$ cat config.mk
export PLATFORM = sky130hd
export DESIGN_NAME = rcfa_ctrl
export DESIGN_NICKNAME = d
export VERILOG_FILES = /design/src/hw/rtl/rcfa_pkg.sv /design/src/hw/rtl/rcfa_ctrl.sv
export SDC_FILE = /design/constraint.sdc
export NUM_CORES = 1
export LEC_CHECK = 0
export BUFFER_PORTS_ARGS = -buffer_cell sky130_fd_sc_hd__buf_2
export CAP_MARGIN = 20
export CORE_AREA = 4 4 41 43
export DETAILED_ROUTE_END_ITERATION = 16
export DIE_AREA = 0 0 45 47
export GPL_ROUTABILITY_DRIVEN = 0
export GPL_TIMING_DRIVEN = 0
export PLACE_DENSITY_LB_ADDON = 0.2
export RECOVER_POWER = 100
export SYNTH_ARGS = -nofsm -noshare
export SYNTH_HDL_FRONTEND = slang
export SYNTH_SLANG_ARGS = --single-unit
$ cat constraint.sdc
create_clock -name clk -period 1.1 [get_ports clk]
set_input_delay 0.11 -clock clk [delete_from_list [all_inputs] [get_ports clk]]
set_output_delay 0.11 -clock clk [all_outputs]
set_load 0.005 [all_outputs]
$ cat src/hw/rtl/rcfa_pkg.sv
// Shared types, codes and defaults of the reference-counted frame allocator.
package rcfa_pkg;

  // Default configuration
  localparam int NUM_FRAMES_DEF = 1024;
  localparam int REF_BITS_DEF   = 16;

  // Fixed request and result field widths
  localparam int OPC_W  = 3;
  localparam int FN_W   = 20;
  localparam int STAT_W = 2;

  // Request opcodes
  localparam logic [OPC_W-1:0] OP_ALLOC  = 3'd0;
  localparam logic [OPC_W-1:0] OP_FREE   = 3'd1;
  localparam logic [OPC_W-1:0] OP_INC    = 3'd2;
  localparam logic [OPC_W-1:0] OP_READ   = 3'd3;
  localparam logic [OPC_W-1:0] OP_DONATE = 3'd4;

  // Result status codes
  localparam logic [STAT_W-1:0] RES_DONE  = 2'd0;
  localparam logic [STAT_W-1:0] RES_EMPTY = 2'd1;
  localparam logic [STAT_W-1:0] RES_RANGE = 2'd2;
  localparam logic [STAT_W-1:0] RES_NOCHG = 2'd3;

  // Controller states
  typedef enum logic [1:0] {
    S_CLEAR,
    S_IDLE,
    S_EXEC
  } state_t;

  // Controller to datapath commands
  typedef struct packed {
    logic clr_wr;  // write one clearing-pass entry
    logic issue;   // request transfer: latch it and start the memory reads
    logic exec;    // apply the update and load the result register
  } rcfa_cmd_t;

  // Datapath to controller status
  typedef struct packed {
    logic clr_last;  // clearing pass is at its last entry
  } rcfa_stat_t;

endpackage

$ cat src/hw/rtl/rcfa_ctrl.sv
// Controller state machine: clearing pass, request intake and result handoff.
module rcfa_ctrl
  import rcfa_pkg::*;
(
  input  logic       clk,
  input  logic       rst_n,
  input  logic       in_valid,
  output logic       in_ready,
  output logic       out_valid,
  input  logic       out_ready,
  input  rcfa_stat_t stat,
  output rcfa_cmd_t  cmd
);

  state_t state_r, state_nxt;
  logic   out_valid_r, out_valid_nxt;
  logic   slot_free;

  // Result register can take a new result this cycle
  assign slot_free = !out_valid_r || out_ready;

  // Next state
  always_comb begin
    state_nxt = state_r;
    case (state_r)
      S_CLEAR: begin
        if (stat.clr_last) state_nxt = S_IDLE;
      end
      S_IDLE: begin
        if (in_valid) state_nxt = S_EXEC;
      end
      S_EXEC: begin
        if (slot_free) state_nxt = S_IDLE;
      end
      default: state_nxt = S_CLEAR;
    endcase
  end

  // Outputs
  always_comb begin
    cmd      = '0;
    in_ready = 1'b0;
    case (state_r)
      S_CLEAR: begin
        cmd.clr_wr = 1'b1;
      end
      S_IDLE: begin
        in_ready  = 1'b1;
        cmd.issue = in_valid;
      end
      S_EXEC: begin
        cmd.exec = slot_free;
      end
      default: begin
        cmd = '0;
      end
    endcase
  end

  // Result valid: set on update, drop on transfer
  always_comb begin
    out_valid_nxt = out_valid_r;
    if (cmd.exec) begin
      out_valid_nxt = 1'b1;
    end else if (out_ready) begin
      out_valid_nxt = 1'b0;
    end
  end

  always_ff @(posedge clk) begin
    if (!rst_n) begin
      state_r     <= S_CLEAR;
      out_valid_r <= 1'b0;
    end else begin
      state_r     <= state_nxt;
      out_valid_r <= out_valid_nxt;
    end
  end

  assign out_valid = out_valid_r;

endmodule

==> flow_summary.yaml, run 1 <==
clock_tree:
  clock_latency_ns: 0.23
  cts_max_path_buffers: 2
  cts.sinks: 3
  path_clk_slew_ns: 0.04
  cts_hold_buf: 0
  cts_tree: "done"
  cts-root-buf: "clkbuf_4"
  h-tree-depth: 1
  cts_buffers: 3
die:
  core_area_um2: 1300
  rows: 13
  die_w_um: 45
  dieArea_um2: 2120
  fp.dieH_um: 47
  ios: 10
  start_util_pct: 11.5
timing:
  final_hold_viol_count: 0
  max_freq_ghz: 0.953
  fin_hold_ws_ns: 0.116
  grt_setup_unrepaired: "true"
  min_period_ns: 1.05
  finalSetupViolCount: 0
  final.period_utilization_pct: 95.4
  maxSlewViolCount: 0
  tightestPinTransition_ns: 0.203
  worst_slack_ns: 0.0503
  relSlewSlack_pct: 86.4
  worst_clock_skew_ns: 0.000475
global_routing:
  antenna_found_initial: 0
  track_usage_pct: 5.21
  grt_pass1_vias: 148
  grt_max_degree: 5
  grt_overflow_total: 0
  grt_pass1_wl_um: 648
placement:
  dpl.hpwl_um: 279
  place_ws_ns: 0.129
  io_buffers: 9
synthesis:
  post_synth_num_cell_types: 10
  synth_seq_cells: 3
  synth_seq_area_share_pct: 40.0
  synth_area_leader_cell: "dfxtp_1"
  ys_top_cells_by_area: "dfxtp_1 (40%), nor2b_2 (12%), o21a_1 (10%), nor2_1 (7.5%), and2_4 (5.8%)"
  synth_warnings: 0
  netlist.area_leader.share_pct: 40.0
  syn_nets: 21
  synthArstFlopShare_pct: 0
  synth_edf_count: 0
  syn-cell-area_um2: 150
  syn_area_per_cell_um2: 9.38
  netlist_instances: 16
  synth_flop_cell: "dfxtp_1"
  ys_top_cells_by_count: "dfxtp_1 (3), nor2_1 (3), nor2b_2 (2), o21a_1 (2)"
hold_path:
  holdPathStages: 2
  hp-class: "in -> reg"
detailed_routing:
  drtPass1Iterations: 5
  vias: 170
  drt-initial-drc-count: 2
  totalWireLength_um: 401
  ant_nets: 0
  drc_errors: 0
  wl_per_cell_um: 8.53
  vias_per_cell: 3.62
power:
  peakVddDrop_v: 0.000703
  power.density_nw_per_um2: 1330
  total_power_w: 0.000382
  p_leak_nw: 0.141
final_layout:
  drive_gt1_share_pct: 68.8
  fill_cells: 157
  area_growth_pct: 90.8
  nNetsFinal: 38
  antenna_cells: 0
setup_path:
  critPathCaptureType: "primary output"
  rr_worst_depth: 4
  criticalPathCategory: "reg -> out"
  cp_num_buf_inv: 1
  path_cells: "nor2b_4 -> and2_4 -> buf_6"
  crit_arrival_ns: 0.94
  reg2reg_slack_ns: 0.12
  critical-path-top-delay-family: "flip-flops"
  max_stage_delay_ns: 0.34
  cp-start-kind: "flip-flop"
  worstPathRequired_ns: 0.99
  cpMaxStageDelayCell: "dfxtp_2"
  cp_num_cells: 3
  timing.critical_path.fanout_max: 4
outcome:
  outcome: "completed"
run:
  max_cap_viol_count: 0
[through the flow]
| step | util, % | TNS [ns] | instances | instance area (µm²) |
|---|---|---|---|---|
| after floorplan | - | 0 | 16 | 150 |
| after global placement | 16.4 | 0 | 40 | 214 |
| after detailed placement | 16.4 | 0 | 40 | 214 |
| after CTS | 20.2 | 0 | 46 | 263 |
| after global routing | 22.0 | -0.0140 | 47 | 287 |
| final | 22.0 | 0 | 47 | 287 |
[logic make-up (layout without fill, tap and decap cells)]
family	count (synthesis)	in the layout	synth area share, %
AO/OA/AOI/OAI	4	4	20.0
buffers and inverters	1	17	5.00
flip-flops	3	3	40.0
AND/OR/NAND/NOR	8	8	35.0
[where the power goes]
part	total (W)	internal, W	switching (W)	leakage (nW)
clock	0.000189	0.000136	0.0000536	0.0150
sequential	0.000124	0.000117	0.00000706	0.0253
combinational	0.0000683	0.0000456	0.0000227	0.101
total	0.000382	0.000298	0.0000833	0.141
[per-layer routing]
metal | up-vias | GRT usage (%) | wire (µm)
met5 | - | 0 | 0
li1 | 85 | - | -
met3 | 0 | 7.28 | 73
met2 | 12 | 3.67 | 123
met1 | 73 | 6.35 | 204
met4 | 0 | 3.51 | 0
[flip-flops by register name, indices dropped and copies added (netlist names)]
name       count
state_r        2
out_valid      1
[final timing paths]
path                            startpoint          to
worst max-delay path            state_r[0]      cmd[1]
worst min-delay path                 rst_n  state_r[1]
worst max register to register  state_r[0]  state_r[1]
worst min register to register  state_r[1]   out_valid
[layout by cell type (no fill, tap or decap)]
cell type and instances:
clkbuf_4 4, dfxtp_1 1, nor2_1 3, a21boi_0 1, clkbuf_1 1, nor2b_4 2
a211oi_1 1, o21a_1 2, and2_4 1, buf_4 3, dfxtp_2 2, buf_2 8
nand2b_1 1, nand2b_4 1, buf_6 1
[layout make-up]
| type | instances | area (µm²) | area share, % |
|---|---|---|---|
| tap | 15 | 18.8 | 6.55 |
| multi-input combinational | 12 | 97.6 | 34.1 |
| sequential | 3 | 62.6 | 21.8 |
| clock buffer | 4 | 26.3 | 9.17 |
| timing repair buffer | 13 | 81.3 | 28.4 |
[timing repair]
action / in CTS / in global routing
resized for setup: 3 / 3
buffers inserted: 3 / 1
pin swaps: 0 / 1
endpoints found under the setup margin: 2 / 2
Note: power is estimated with default switching activity, not from simulation.
==> run 2: changes to the inputs <==
- SETUP_SLACK_MARGIN: unset -> 0.1
==> run 2 against run 1 <==
Effect of this change:
- final area is 4.8% higher
- non-clock buffer count is 2 higher
- critical path type unchanged
- flip-flop and latch count stayed put
- sequential share of layout area is 1.0 points lower
- clock skew is 0.00057 ns higher
- clock-buffer cell count stayed put
- core utilization is 1.1 points higher
==> flow_summary.yaml, run 2 (same netlist as run 1, synthesis figures left out) <==
die:
  core_area_um2: 1300
  die_w_um: 45
  fp.dieH_um: 47
  ios: 10
  rows: 13
  dieArea_um2: 2120
  start_util_pct: 11.5
power:
  total_power_w: 0.000376
  power.density_nw_per_um2: 1250
  peakVddDrop_v: 0.000619
  p_leak_nw: 0.147
timing:
  maxSlewViolCount: 0
  fin_hold_ws_ns: 0.118
  finalSetupViolCount: 0
  worst_clock_skew_ns: 0.00105
  fin_tns_setup_ns: 0
  grt_setup_unrepaired: "true"
  final.period_utilization_pct: 99.8
  min_period_ns: 1.10
  final_hold_viol_count: 0
  max_freq_ghz: 0.910
  tightestPinTransition_ns: 0.185
  relSlewSlack_pct: 87.6
global_routing:
  grt_pass1_vias: 158
  grt_overflow_total: 0
  track_usage_pct: 5.29
  grt_pass1_wl_um: 669
  antenna_found_initial: 0
  grt_max_degree: 5
detailed_routing:
  drc_errors: 0
  drtPass1Iterations: 6
  ant_nets: 0
  vias_per_cell: 3.45
  drt-initial-drc-count: 2
  wl_per_cell_um: 8.02
  totalWireLength_um: 393
  vias: 169
run:
  max_cap_viol_count: 0
placement:
  postPlaceCellArea_um2: 214
  dp.cells: 40
  dpl.hpwl_um: 279
  io_buffers: 9
final_layout:
  nNetsFinal: 40
  largest_reg_flops: 2
  regMostFlops: "state_r"
  final_cell_mix: "buf_2 (8), buf_4 (5), nor2_1 (3), clkbuf_4 (3)"
  ff_latch_area_um2: 62.6
  layout_commonest_cell: "buf_2"
  antenna_cells: 0
  multi_input_area_um2: 92.6
  fill_cells: 152
  instances_no_fill: 49
  drive_gt1_share_pct: 70.6
  area_growth_pct: 100
  stdcell_area_um2: 300
setup_path:
  crit_start: "state_r[0]"
  rr_worst_depth: 4
  max_stage_delay_ns: 0.32
  timing.critical_path.fanout_max: 4
  reg2reg_slack_ns: 0.14
  critPathCaptureType: "primary output"
  crit_arrival_ns: 0.99
  worstReg2RegStart: "state_r[0]"
  cp-start-kind: "flip-flop"
  path_cells: "nand2b_4 -> nor2b_4 -> buf_6 -> buf_6"
  cpMaxStageDelayCell: "dfxtp_2"
  criticalPathCategory: "reg -> out"
  rr_endpoint: "out_valid"
  critPathMostFrequentCell: "buf_6"
  worstPathRequired_ns: 0.99
clock_tree:
  clock_latency_ns: 0.23
  cts_max_path_buffers: 2
  path_clk_slew_ns: 0.03
  cts.sinks: 3
  cts-root-buf: "clkbuf_4"
  cts_buffers: 3
  h-tree-depth: 1
  cts_tree: "done"
hold_path:
  holdCritStartpoint: "rst_n"
  holdPathStages: 2
  whs_endpoint: "state_r[1]"
  hp-class: "in -> reg"
outcome:
  outcome: "completed"
## run 2: routing by layer
| layer | vias to the layer above | part of all wire [%] | GRT usage (%) |
|---|---|---|---|
| met5 | - | 0 | 0 |
| met3 | 0 | 20 | 7.28 |
| li1 | 88 | - | - |
| met4 | 0 | 0 | 3.51 |
| met2 | 14 | 32 | 3.95 |
| met1 | 67 | 48 | 6.36 |
## run 2: how the worst max path moves through the flow
| stage | end | slack, ns | depth (start not counted) |
|---|---|---|---|
| after floorplan | state_r[1] | 0.19 | 3 |
| after detailed placement | cmd[0] | 0.13 | 4 |
| after CTS | cmd[0] | -0.02 | 4 |
| after global placement | cmd[0] | 0.13 | 4 |
| final | cmd[0] | 0.002 | 4 |
| after global routing | cmd[0] | -0.06 | 4 |
## run 2: where the power goes
| part | leakage, nW | switching [W] | internal [W] |
|---|---|---|---|
| Clock | 0.0150 | 0.0000509 | 0.000136 |
| Combinational | 0.107 | 0.0000224 | 0.0000445 |
| Sequential | 0.0253 | 0.00000624 | 0.000117 |
## run 2: layout make-up
type / count / area share [%]
multi-input combinational: 12 / 30.8
clock buffer: 4 / 8.75
buffer: 1 / 3.75
timing repair buffer: 14 / 29.6
sequential: 3 / 20.8
tap: 15 / 6.25
## run 2: stage by stage
step                worst slack, ns  utilization (%)
floorplan                     0.195                -
global placement              0.129             16.4
detailed placement            0.129             16.4
CTS                         -0.0190             21.9
global route                -0.0637             23.1
finish                      0.00167             23.1
## run 2: what timing repair did
item / CTS / global route
hold buffers: 0 / 0
gates resized for setup: 5 / 3
setup buffers: 4 / 1
endpoints found under the setup margin: 3 / 2
## run 2: critical path, delay by kind of cell, from the launching register on
kind / cells / cell delay, ns
flops: 1 / 0.32
buf+inv: 2 / 0.18
simple gates: 2 / 0.27
